$ cat src/hw/rtl/tphf_pkg.sv
// shared types, constants and helpers for the topic port hash fold unit
package tphf_pkg;

  // fnv-1a 64-bit constants
  localparam logic [63:0] FNV_BASIS = 64'hCBF2_9CE4_8422_2325;
  localparam int unsigned FNV_PRIME_HI_SHIFT = 40;      // prime = 2^40 + 0x1b3
  localparam logic [8:0]  FNV_PRIME_LO = 9'h1B3;

  // topic span used to reduce the hash
  localparam int unsigned TOPIC_SPAN = 10000;
  localparam int unsigned SPAN_W = 14;                  // holds 0 .. TOPIC_SPAN-1

  // residues of 2^16, 2^32 and 2^48 modulo the topic span
  localparam logic [SPAN_W-1:0] SPAN_R16 = 14'd5536;
  localparam logic [SPAN_W-1:0] SPAN_R32 = 14'd7296;
  localparam logic [SPAN_W-1:0] SPAN_R48 = 14'd656;

  // folded hash width, quotient width and reciprocal of the span
  // span = 625 << 4; quotient = ((v >> 4) * ceil(2^36 / 625)) >> 36
  localparam int unsigned FOLD_W       = 30;
  localparam int unsigned QUO_W        = 17;
  localparam int unsigned SPAN_TZ      = 4;
  localparam int unsigned RECIP_W      = 27;
  localparam int unsigned RECIP_SHIFT  = 36;
  localparam int unsigned RECIP_PROD_W = FOLD_W - SPAN_TZ + RECIP_W;
  localparam logic [RECIP_W-1:0] SPAN_RECIP = 27'd109951163;

  // field and register widths
  localparam int unsigned HASH_W = 64;
  localparam int unsigned PORT_W = 16;
  localparam int unsigned DOM_W  = 31;
  localparam int unsigned PROD_W = DOM_W + SPAN_W;      // domain * reduced hash
  localparam int unsigned CNT_W  = 6;
  localparam int unsigned CFG_IDX_W  = 2;
  localparam int unsigned CFG_DATA_W = 32;

  // register indexes
  localparam logic [CFG_IDX_W-1:0] REG_BASE_PORT   = 2'd0;
  localparam logic [CFG_IDX_W-1:0] REG_PORT_WINDOW = 2'd1;
  localparam logic [CFG_IDX_W-1:0] REG_DOMAIN_ID   = 2'd2;

  // register reset values
  localparam logic [PORT_W-1:0] BASE_PORT_RST   = 16'd0;
  localparam logic [PORT_W-1:0] PORT_WINDOW_RST = 16'd10000;
  localparam logic [DOM_W-1:0]  DOMAIN_ID_RST   = 31'd0;

  // steps of the span reduction, counted down
  localparam logic [CNT_W-1:0] REM_FOLD_STEP = CNT_W'(2);
  localparam logic [CNT_W-1:0] REM_QUO_STEP  = CNT_W'(1);
  localparam logic [CNT_W-1:0] REM_SUB_STEP  = CNT_W'(0);

  // top product bit, where the counter of the serial window fold starts
  localparam logic [CNT_W-1:0] FOLD_LAST_BIT = CNT_W'(PROD_W - 1);

  typedef struct packed {
    logic [7:0] name_byte;
    logic       byte_valid;
    logic       last;
  } in_t;

  typedef struct packed {
    logic [PORT_W-1:0] port;
    logic [HASH_W-1:0] name_hash;
  } out_t;

  // controller to datapath commands
  typedef struct packed {
    logic hash_en;     // input transaction taken
    logic rem_start;   // capture hash, arm the span reduction
    logic rem_step;    // one step of the span reduction
    logic mul_en;      // domain product, arm the window fold
    logic fold_step;   // one bit of the window fold
    logic load_out;    // write the result register
  } cmd_t;

  // datapath to controller status
  typedef struct packed {
    logic cnt_zero;
  } sts_t;

  // one fnv-1a round: xor the byte in, multiply by the prime mod 2^64
  function automatic logic [HASH_W-1:0] fnv_round(input logic [HASH_W-1:0] h,
                                                  input logic [7:0] b);
    logic [HASH_W-1:0] x;
    x = h ^ {56'd0, b};
    return (x << FNV_PRIME_HI_SHIFT) + (x * {55'd0, FNV_PRIME_LO});
  endfunction

endpackage

$ cat src/hw/rtl/tphf_ctrl.sv
// controller state machine for the topic port hash fold unit
module tphf_ctrl
  import tphf_pkg::*;
(
  input  logic clk,
  input  logic rst_n,
  input  logic in_valid,
  input  logic in_last,
  output logic in_ready,
  output logic out_valid,
  input  logic out_ready,
  output cmd_t cmd,
  input  sts_t sts
);

  localparam logic [2:0] S_IDLE = 3'd0;
  localparam logic [2:0] S_REM  = 3'd1;
  localparam logic [2:0] S_MUL  = 3'd2;
  localparam logic [2:0] S_FOLD = 3'd3;
  localparam logic [2:0] S_DONE = 3'd4;

  logic [2:0] state_r, state_nxt;
  logic       out_valid_r, out_valid_nxt;
  logic       out_take;

  assign in_ready  = (state_r == S_IDLE);
  assign out_valid = out_valid_r;
  assign out_take  = out_valid_r & out_ready;

  // next state and commands
  always_comb begin
    state_nxt     = state_r;
    out_valid_nxt = out_valid_r & ~out_take;
    cmd           = '0;
    case (state_r)
      S_IDLE: begin
        if (in_valid) begin
          cmd.hash_en = 1'b1;
          if (in_last) begin
            cmd.rem_start = 1'b1;
            state_nxt     = S_REM;
          end
        end
      end
      S_REM: begin
        cmd.rem_step = 1'b1;
        if (sts.cnt_zero) state_nxt = S_MUL;
      end
      S_MUL: begin
        cmd.mul_en = 1'b1;
        state_nxt  = S_FOLD;
      end
      S_FOLD: begin
        cmd.fold_step = 1'b1;
        if (sts.cnt_zero) state_nxt = S_DONE;
      end
      S_DONE: begin
        // result register free or emptied this cycle
        if (!out_valid_r || out_ready) begin
          cmd.load_out  = 1'b1;
          out_valid_nxt = 1'b1;
          state_nxt     = S_IDLE;
        end
      end
      default: begin
        state_nxt = S_IDLE;
      end
    endcase
  end

  always_ff @(posedge clk) begin
    if (!rst_n) begin
      state_r     <= S_IDLE;
      out_valid_r <= 1'b0;
    end else begin
      state_r     <= state_nxt;
      out_valid_r <= out_valid_nxt;
    end
  end

  // a pending result is never overwritten
  assert property (@(posedge clk) disable iff (!rst_n)
    cmd.load_out |-> (!out_valid_r || out_ready))
    else $error("result register overwritten while pending");

  // a last transaction always starts the span reduction
  assert property (@(posedge clk) disable iff (!rst_n)
    (in_valid && in_ready && in_last) |=> (state_r == S_REM))
    else $error("last transaction did not start reduction");

  // fold ends in the done state
  assert property (@(posedge clk) disable iff (!rst_n)
    (state_r == S_FOLD && sts.cnt_zero) |=> (state_r == S_DONE))
    else $error("fold did not finish into done");

endmodule

$ cat src/hw/rtl/tphf_dp.sv
// datapath: running hash, config registers, span reduction and serial window fold
module tphf_dp
  import tphf_pkg::*;
(
  input  logic                  clk,
  input  logic                  rst_n,
  input  in_t                   in_data,
  input  logic                  cfg_we,
  input  logic [CFG_IDX_W-1:0]  cfg_index,
  input  logic [CFG_DATA_W-1:0] cfg_data,
  input  cmd_t                  cmd,
  output sts_t                  sts,
  output out_t                  out_data
);

  logic [PORT_W-1:0]       base_r, win_r;
  logic [DOM_W-1:0]        dom_r;
  logic [HASH_W-1:0]       run_r, run_nxt;
  logic [HASH_W-1:0]       cap_r, cap_nxt;
  logic [HASH_W-1:0]       hash_upd;
  logic [SPAN_W-1:0]       r_r, r_nxt;
  logic [FOLD_W-1:0]       fold_r, fold_nxt;
  logic [FOLD_W-1:0]       fold_sum;
  logic [QUO_W-1:0]        quo_r, quo_nxt;
  logic [RECIP_PROD_W-1:0] recip_prod;
  logic [FOLD_W-1:0]       span_rem;
  logic [CNT_W-1:0]        cnt_r, cnt_nxt;
  logic [PROD_W-1:0]       prod_r, prod_nxt;
  logic [PORT_W-1:0]       rem_r, rem_nxt;
  logic [PORT_W:0]         rem_sh;
  logic [PORT_W-1:0]       offset;
  out_t                    out_r, out_nxt;

  // config registers
  always_ff @(posedge clk) begin
    if (!rst_n) begin
      base_r <= BASE_PORT_RST;
      win_r  <= PORT_WINDOW_RST;
      dom_r  <= DOMAIN_ID_RST;
    end else if (cfg_we) begin
      case (cfg_index)
        REG_BASE_PORT:   base_r <= cfg_data[PORT_W-1:0];
        REG_PORT_WINDOW: win_r  <= cfg_data[PORT_W-1:0];
        REG_DOMAIN_ID:   dom_r  <= cfg_data[DOM_W-1:0];
        default: ;
      endcase
    end
  end

  // running hash, captured and rewound on the last transaction
  assign hash_upd = in_data.byte_valid ? fnv_round(run_r, in_data.name_byte) : run_r;

  always_comb begin
    run_nxt = run_r;
    cap_nxt = cap_r;
    if (cmd.hash_en) begin
      if (in_data.last) begin
        cap_nxt = hash_upd;
        run_nxt = FNV_BASIS;
      end else begin
        run_nxt = hash_upd;
      end
    end
  end

  // span reduction: fold 16-bit chunks by their residues, then reciprocal quotient and subtraction
  assign fold_sum = FOLD_W'(cap_r[15:0]) +
                    FOLD_W'(cap_r[31:16]) * FOLD_W'(SPAN_R16) +
                    FOLD_W'(cap_r[47:32]) * FOLD_W'(SPAN_R32) +
                    FOLD_W'(cap_r[63:48]) * FOLD_W'(SPAN_R48);

  assign recip_prod = RECIP_PROD_W'(fold_r[FOLD_W-1:SPAN_TZ]) * RECIP_PROD_W'(SPAN_RECIP);

  assign span_rem = fold_r - FOLD_W'(quo_r) * FOLD_W'(TOPIC_SPAN);

  // window fold, one product bit per cycle from the top
  assign rem_sh = {rem_r, prod_r[cnt_r]};

  always_comb begin
    r_nxt    = r_r;
    fold_nxt = fold_r;
    quo_nxt  = quo_r;
    rem_nxt  = rem_r;
    cnt_nxt  = cnt_r;
    prod_nxt = prod_r;
    if (cmd.rem_start) begin
      cnt_nxt = REM_FOLD_STEP;
    end else if (cmd.rem_step) begin
      case (cnt_r)
        REM_FOLD_STEP: fold_nxt = fold_sum;
        REM_QUO_STEP:  quo_nxt  = recip_prod[RECIP_SHIFT +: QUO_W];
        REM_SUB_STEP:  r_nxt    = span_rem[SPAN_W-1:0];
        default: ;
      endcase
      cnt_nxt = cnt_r - 1'b1;
    end else if (cmd.mul_en) begin
      prod_nxt = PROD_W'(dom_r) * PROD_W'(r_r);
      rem_nxt  = '0;
      cnt_nxt  = FOLD_LAST_BIT;
    end else if (cmd.fold_step) begin
      if (rem_sh >= {1'b0, win_r}) rem_nxt = PORT_W'(rem_sh - {1'b0, win_r});
      else                         rem_nxt = rem_sh[PORT_W-1:0];
      cnt_nxt = cnt_r - 1'b1;
    end
  end

  assign sts.cnt_zero = (cnt_r == '0);

  // zero window passes the offset through unfolded
  assign offset = (win_r == '0) ? prod_r[PORT_W-1:0] : rem_r;

  always_comb begin
    out_nxt = out_r;
    if (cmd.load_out) begin
      out_nxt.port      = base_r + offset;
      out_nxt.name_hash = cap_r;
    end
  end

  always_ff @(posedge clk) begin
    if (!rst_n) begin
      run_r <= FNV_BASIS;
      r_r   <= '0;
      rem_r <= '0;
      cnt_r <= '0;
    end else begin
      run_r <= run_nxt;
      r_r   <= r_nxt;
      rem_r <= rem_nxt;
      cnt_r <= cnt_nxt;
    end
  end

  always_ff @(posedge clk) begin
    cap_r  <= cap_nxt;
    fold_r <= fold_nxt;
    quo_r  <= quo_nxt;
    prod_r <= prod_nxt;
    out_r  <= out_nxt;
  end

  assign out_data = out_r;

  // span remainder stays reduced
  assert property (@(posedge clk) disable iff (!rst_n)
    r_r < SPAN_W'(TOPIC_SPAN))
    else $error("span remainder out of range");

  // fold remainder stays below a nonzero window
  assert property (@(posedge clk) disable iff (!rst_n)
    $past(cmd.fold_step) && (win_r != '0) |-> (rem_r < win_r))
    else $error("fold remainder not below window");

endmodule

$ cat src/hw/rtl/topic_port_hash_fold_unit.sv
// top level of the topic port hash fold unit
//
//  channel | ports                          | direction | payload
//  --------+--------------------------------+-----------+-----------------------------
//  in      | in_valid, in_ready, in_data    | input     | name_byte, byte_valid, last
//  out     | out_valid, out_ready, out_data | output    | port, name_hash
//  cfg     | cfg_valid, cfg_ready, cfg_index, cfg_data | input | register index, data
//
//  a transaction without last leaves the unit idle and ready; the hash round is combinational
//  a last transaction holds off the next input until the unit has accepted it, run the
//  span reduction (fold, quotient, subtract), formed the domain product, run the
//  bit-serial fold and loaded the result register
//  the result register lets a finished result wait while the next name streams in;
//  a second finished result waits in the done state until the first is taken
//  synchronous active-low reset; the running hash resets to the offset basis
module topic_port_hash_fold_unit
  import tphf_pkg::*;
(
  input  logic                  clk,
  input  logic                  rst_n,
  input  logic                  in_valid,
  output logic                  in_ready,
  input  in_t                   in_data,
  output logic                  out_valid,
  input  logic                  out_ready,
  output out_t                  out_data,
  input  logic                  cfg_valid,
  output logic                  cfg_ready,
  input  logic [CFG_IDX_W-1:0]  cfg_index,
  input  logic [CFG_DATA_W-1:0] cfg_data
);

  cmd_t cmd;
  sts_t sts;

  assign cfg_ready = 1'b1;

  tphf_ctrl u_ctrl (
    .clk       (clk),
    .rst_n     (rst_n),
    .in_valid  (in_valid),
    .in_last   (in_data.last),
    .in_ready  (in_ready),
    .out_valid (out_valid),
    .out_ready (out_ready),
    .cmd       (cmd),
    .sts       (sts)
  );

  tphf_dp u_dp (
    .clk       (clk),
    .rst_n     (rst_n),
    .in_data   (in_data),
    .cfg_we    (cfg_valid & cfg_ready),
    .cfg_index (cfg_index),
    .cfg_data  (cfg_data),
    .cmd       (cmd),
    .sts       (sts),
    .out_data  (out_data)
  );

endmodule

$ cat config.mk
export PLATFORM = sky130hd
export DESIGN_NAME = topic_port_hash_fold_unit
export DESIGN_NICKNAME = d
export VERILOG_FILES = /design/src/hw/rtl/tphf_pkg.sv /design/src/hw/rtl/tphf_ctrl.sv /design/src/hw/rtl/tphf_dp.sv /design/src/hw/rtl/topic_port_hash_fold_unit.sv
export SDC_FILE = /design/constraint.sdc
export NUM_CORES = 2
export LEC_CHECK = 0
export BUFFER_PORTS_ARGS = -buffer_cell sky130_fd_sc_hd__buf_2
export CAP_MARGIN = 20
export CORE_MARGIN = 2
export CORE_UTILIZATION = 65
export DETAILED_ROUTE_END_ITERATION = 8
export GPL_TIMING_DRIVEN = 0
export PLACE_DENSITY_LB_ADDON = 0.05
export SYNTH_ARGS = -nofsm -noshare
export SYNTH_HDL_FRONTEND = slang
export SYNTH_SLANG_ARGS = --single-unit
$ cat constraint.sdc
create_clock -name clk -period 16.8 [get_ports clk]
set_input_delay 3.36 -clock clk [delete_from_list [all_inputs] [get_ports clk]]
set_output_delay 3.36 -clock clk [all_outputs]
set_load 0.01 [all_outputs]
After elaboration in Yosys (flattened, before gate mapping)
Cells that the tools add are included.
- order comparisons: 2
- equality and inequality tests: 13
- reduce and logical (&&, ||, !) cells: 20
- bitwise logic cells: 7
- add/sub/neg operators: 8
- multipliers: 7
- mux-type cells: 28
- operators by type and width (operator ; number):
    64-bit two-way mux ; 2
    64-bit adder ; 1
    64-bit by 9-bit multiplier with 64-bit output (second input constant) ; 1
    16-bit two-way mux ; 4
    64-bit by 8-bit bitwise XOR with 64-bit output ; 1
    26-bit by 27-bit multiplier with 53-bit output (second input constant) ; 1
    31-bit by 14-bit multiplier with 45-bit output ; 1
    16-bit by 6-bit multiplier with 22-bit output (second input constant) ; 2
    16-bit by 29-bit adder with 30-bit output ; 1
    30-bit by 26-bit adder with 30-bit output ; 1
    30-bit by 29-bit adder with 30-bit output ; 1
    16-bit by 8-bit multiplier with 24-bit output (second input constant) ; 1
    6-bit two-way mux ; 3
    17-bit by 16-bit greater-or-equal comparator with 1-bit output ; 1
    17-bit by 10-bit multiplier with 10-bit output (second input constant) ; 1
    16-bit adder ; 1
    16-bit logical NOT ; 1
    16-bit subtractor ; 1
    3-bit two-way mux ; 5
    3-bit one-hot mux with 5 select lines ; 1
    3-bit AND reduction ; 5
    14-bit subtractor ; 1
    1-bit two-way mux ; 9
    2-bit AND reduction ; 4
    other kinds (25) ; 35
- bits in registers: 403
- logic and storage cells: 101
- output and inout bits: 83
- bits of input ports: 49

Longest topological paths before layout
- depth after elaboration: 6
- gate-level depth with buffers: 31

Cells and area by module
Synthesis repeated with hierarchy kept, for this count alone.
- cells, all modules: 6049
- area total of the unflattened synthesis: 59916.2 um^2
- by module, submodules not included (module ; times used ; cells an instance ; area each (um^2)):
    tphf_dp ; 1 ; 6021 ; 59663.5
    tphf_ctrl ; 1 ; 26 ; 241.5
    topic_port_hash_fold_unit ; 1 ; 2 ; 11.3

Worst setup path after synthesis
Ideal clock, no wire load.
- kind: input to register
- from: input port in_data[9] in the netlist's numbering
- to: register u_dp.cap_r[58] (data pin)
- library setup time: 0.260 ns
- data required time: 16.540 ns
- slack: 8.216 ns
- cell stages on the path: 20
- data arrival time: 8.324 ns
- cells stage by stage: xor2_1 ha_1 inv_1 fa_1 inv_1 fa_1 fa_1 ha_1 ha_1 a21oi_1 o22ai_1 o41a_1 a31o_2 a41oi_2 o211ai_2 a31oi_1 o21a_1 o21bai_1 xor2_1 mux2_2
- cells in the longest elaborated chain, start to end: 4
- ends and longest elaborated chain (item ; line ; source):
    from (decl) ; topic_port_hash_fold_unit.sv:23 ; input in_t in_data,
    64-bit by 8-bit bitwise XOR with 64-bit output (*) ; tphf_pkg.sv:85 ; x = h ^ {56'd0, b};
    64-bit by 9-bit multiplier with 64-bit output ; tphf_pkg.sv:86 ; return (x << FNV_PRIME_HI_SHIFT) + (x * {55'd0, FNV_PRIME_LO});
    64-bit adder (*) ; tphf_pkg.sv:86 ;
    64-bit two-way mux (*) ; tphf_dp.sv:51 ; assign hash_upd = in_data.byte_valid ? fnv_round(run_r, in_data.name_byte) : run_r;
    named net u_dp.hash_upd[58] ; tphf_dp.sv:20 ; logic [HASH_W-1:0] hash_upd;
    to (signal assigned) ; tphf_dp.sv:135 ; cap_r <= cap_nxt;
    to (decl) ; tphf_dp.sv:19 ; logic [HASH_W-1:0] cap_r, cap_nxt;
Mark *: on every way through the listed nets, which the timed path passes. The rest lies on a longest branch.
A chain may end at the register's enable or synchronous reset.

Worst setup path after layout
- from: input port in_data[8] in the netlist's numbering
- to: register u_dp.cap_r[62] (data pin)
Same word-level chain as after synthesis.

==> results.cfg <==
[status]
status = finished clean

[place]
place_hpwl_mm = 137
pre_cts_ws_ps = 6990
io_buffers = 128
placed_cell_area_um2 = 61700
gp_congestion = 1.02

[clock_tree]
cts_made_buffers = 48
clock_latency_ps = 640
path_clk_slew_ps = 60
cts_sinks = 396
clock_path_buffers = 3
postCtsSetupRepairBufs = 0
hold_buffers = 0
htree_num_levels = 2
cts_root_buf = clkbuf_16
tritoncts = yes
ctsResizeCount = 0

[setup_path]
path_max_fanout = 4
arrival_ps = 9680
end_kind = flop
max_stage_delay_ps = 560
path_cells = buf_2 > xor2_1 > ha_1 > inv_1 > fa_1 > inv_1 > fa_1 > fa_1 > ha_1 > ha_1 > a21oi_1 > o22ai_1 > o41a_1 > a31o_2 > a41oi_2 > o211ai_2 > a31oi_1 > o21a_1 > o21ai_1 > xor2_1 > mux2_2
crit_type = input pin to flop
critPathRequiredTime_ps = 17170
r2r_slack_ps = 8770
start_kind = input pin
worst_path_max_delay_cell = xor2_1

[synthesis]
async_flop_share_pct = 0
synth_cells = 5993
yosys_most_used_dff = edfxtp_1
post_synth_num_cell_types = 87
synth_fp_nets = 7818
yosysWarnings = 0
synth_edf_count = 229
avgSynthCellArea_um2 = 9.93
ys_ff_latch = 396
synth_seq_area_share_pct = 17.2
syn_area_um2 = 59500

[drt]
wl_met2_mm = 74.7
firstDrtPassIters = 6
viasPerCell = 5.73
totalWireLength_mm = 162
num_vias = 42400
wire_per_inst_um = 21.9
drt_first_iter_violations = 3363
routed-wl-met3_mm = 14.4
drcViolationCount = 0
ant_nets = 0
wl_met1_mm = 67.0
highest_layer = met5

[floorplan]
dieHeight_um = 307
core_um2 = 90400
die_area_um2 = 94000
io_pins = 132
rows = 110
start_util_pct = 65.8
die_w_um = 307

[timing]
fmax_mhz = 107
whs_ps = 459
slew-limit-headroom_pct = 15.6
finClkSkew_ps = 49.7
finalSetupTns_ps = 0
rsz0062_at_grt = false
finalCritPeriodShare_pct = 55.4
layout_min_cycle_time_ps = 9310
finalSetupViolCount = 0
hold_viol = 0
setup_slack_ps = 7490
slew_viol_final = 0
tightestPinTransition_ps = 1260

[layout]
fin_area_um2 = 63300
drive_above_1_share_pct = 5.45
syn2layout_area_growth_pct = 6.46
multi_input_area_um2 = 43400
nFillCells = 7156
fin_nets = 8003
ff_latch_area_um2 = 10200

[grt]
grt_util_all_layers_pct = 35.8
first_global_vias = 44000
overflow = 0
grt_pass1_wl_mm = 253
antenna_found_initial = 7
grt_start_max_net_pins = 40

[min_path]
hold_class = flop to flop

[run]
drv_cap = 0
-- through the flow --
step / std cells / util, %
floorplan: 5993 / -
global placement: 7297 / 68.1
detailed placement: 7303 / 68.3
CTS: 7392 / 70.0
global route: 7393 / 70.0
finish: 7394 / 70.0
-- synth_stat cells, drive strengths merged, types with 7 or more instances --
library cell	count	share of area [%]
a211o	8	0.12
a211oi	17	0.21
a21boi	8	0.10
a21o	89	1.1
a21oi	259	2.2
a22o	11	0.16
a22oi	18	0.23
a31oi	28	0.29
and2	186	2.0
and3	36	0.38
buf	7	0.061
clkbuf	155	0.98
dfxtp	167	5.6
edfxtp	229	12
fa	1005	34
ha	771	16
inv	1407	8.9
mux2	71	1.3
mux2i	12	0.20
mux4	13	0.49
nand2	572	3.6
nand2b	31	0.33
nand3	60	0.50
nand3b	7	0.088
nand4	24	0.25
nor2	152	0.96
nor2b	26	0.27
nor3	37	0.31
nor4	11	0.12
o211ai	23	0.31
o21a	31	0.39
o21ai	114	0.98
o21bai	30	0.38
o31ai	10	0.15
or2	17	0.18
or3	13	0.15
xnor2	163	2.4
xor2	83	1.2
-- cells by family (layout without fill, tap and decap cells) --
group	count (synthesis)	after routing	synth area share, %
adder cells (fa/ha/maj)	1776	1776	50.0
AO/OA/AOI/OAI	717	717	7.85
XOR/XNOR	246	246	3.62
other	1	2	0.00630
AND/OR/NAND/NOR	1191	1191	9.36
multiplexers	96	96	2.04
buffers and inverters	1570	1794	9.92
flip-flops	396	396	17.2
-- sequential cells by signal, summed over array words and instances (netlist names) --
signal,count
u_dp.prod_r,45
u_dp.win_r,16
u_dp.r_r,14
u_dp.fold_r,30
u_dp.dom_r,31
u_ctrl.out_valid,1
u_dp.out_data,80
u_dp.rem_r,16
u_dp.cnt_r,6
u_ctrl.state_r,3
u_dp.run_r,64
u_dp.cap_r,64
u_dp.quo_r,10
u_dp.base_r,16
-- path summary, 6_finish.rpt --
path,startpoint,to,cells past startpoint
max,in_data[8],u_dp.cap_r[62]$_DFFE_PP_,21
min,u_dp.base_r[14]$_SDFFE_PN0P_,u_dp.base_r[14]$_SDFFE_PN0P_,2
max reg2reg,u_dp.r_r[3]$_SDFFE_PN0P_,u_dp.prod_r[43]$_DFFE_PP_,21
min reg2reg,u_dp.base_r[14]$_SDFFE_PN0P_,u_dp.base_r[14]$_SDFFE_PN0P_,2
-- critical path, delay by kind of cell --
family | cells | cell delay, ps
AOI/OAI and AO/OA | 9 | 2390
xor gates and xnor gates | 2 | 740
adders and majority gates | 6 | 2550
buffers and inverters | 3 | 310
muxes | 1 | 300
-- routing by layer --
layer	track usage, %	up-vias
li1	-	19300
met1	49.1	21200
met2	57.7	1566
met3	7.05	273
met4	11.5	2
met5	0	-
-- layout make-up --
class,instances,area share (%)
diodes,1,0.00395
plain buffers,162,0.976
clock buffers,64,2.09
clock inverters,25,0.417
inverters,1408,8.34
multi-input cells,4027,68.5
flip-flops and latches,396,16.1
well taps,1176,2.32
repair buffers,135,1.22
-- placed cells by master, fill, tap and decap left out, drive strengths merged, types with 71 or more instances in the layout --
| cell | n |
|---|---|
| a21o | 89 |
| a21oi | 259 |
| and2 | 186 |
| buf | 142 |
| clkbuf | 219 |
| dfxtp | 167 |
| edfxtp | 229 |
| fa | 1005 |
| ha | 771 |
| inv | 1414 |
| mux2 | 71 |
| nand2 | 572 |
| nor2 | 152 |
| o21ai | 114 |
| xnor2 | 163 |
| xor2 | 83 |
Power is left out: the tool's default activity adds up to more than one toggle a clock period on the data nets, which glitch-free logic cannot reach.
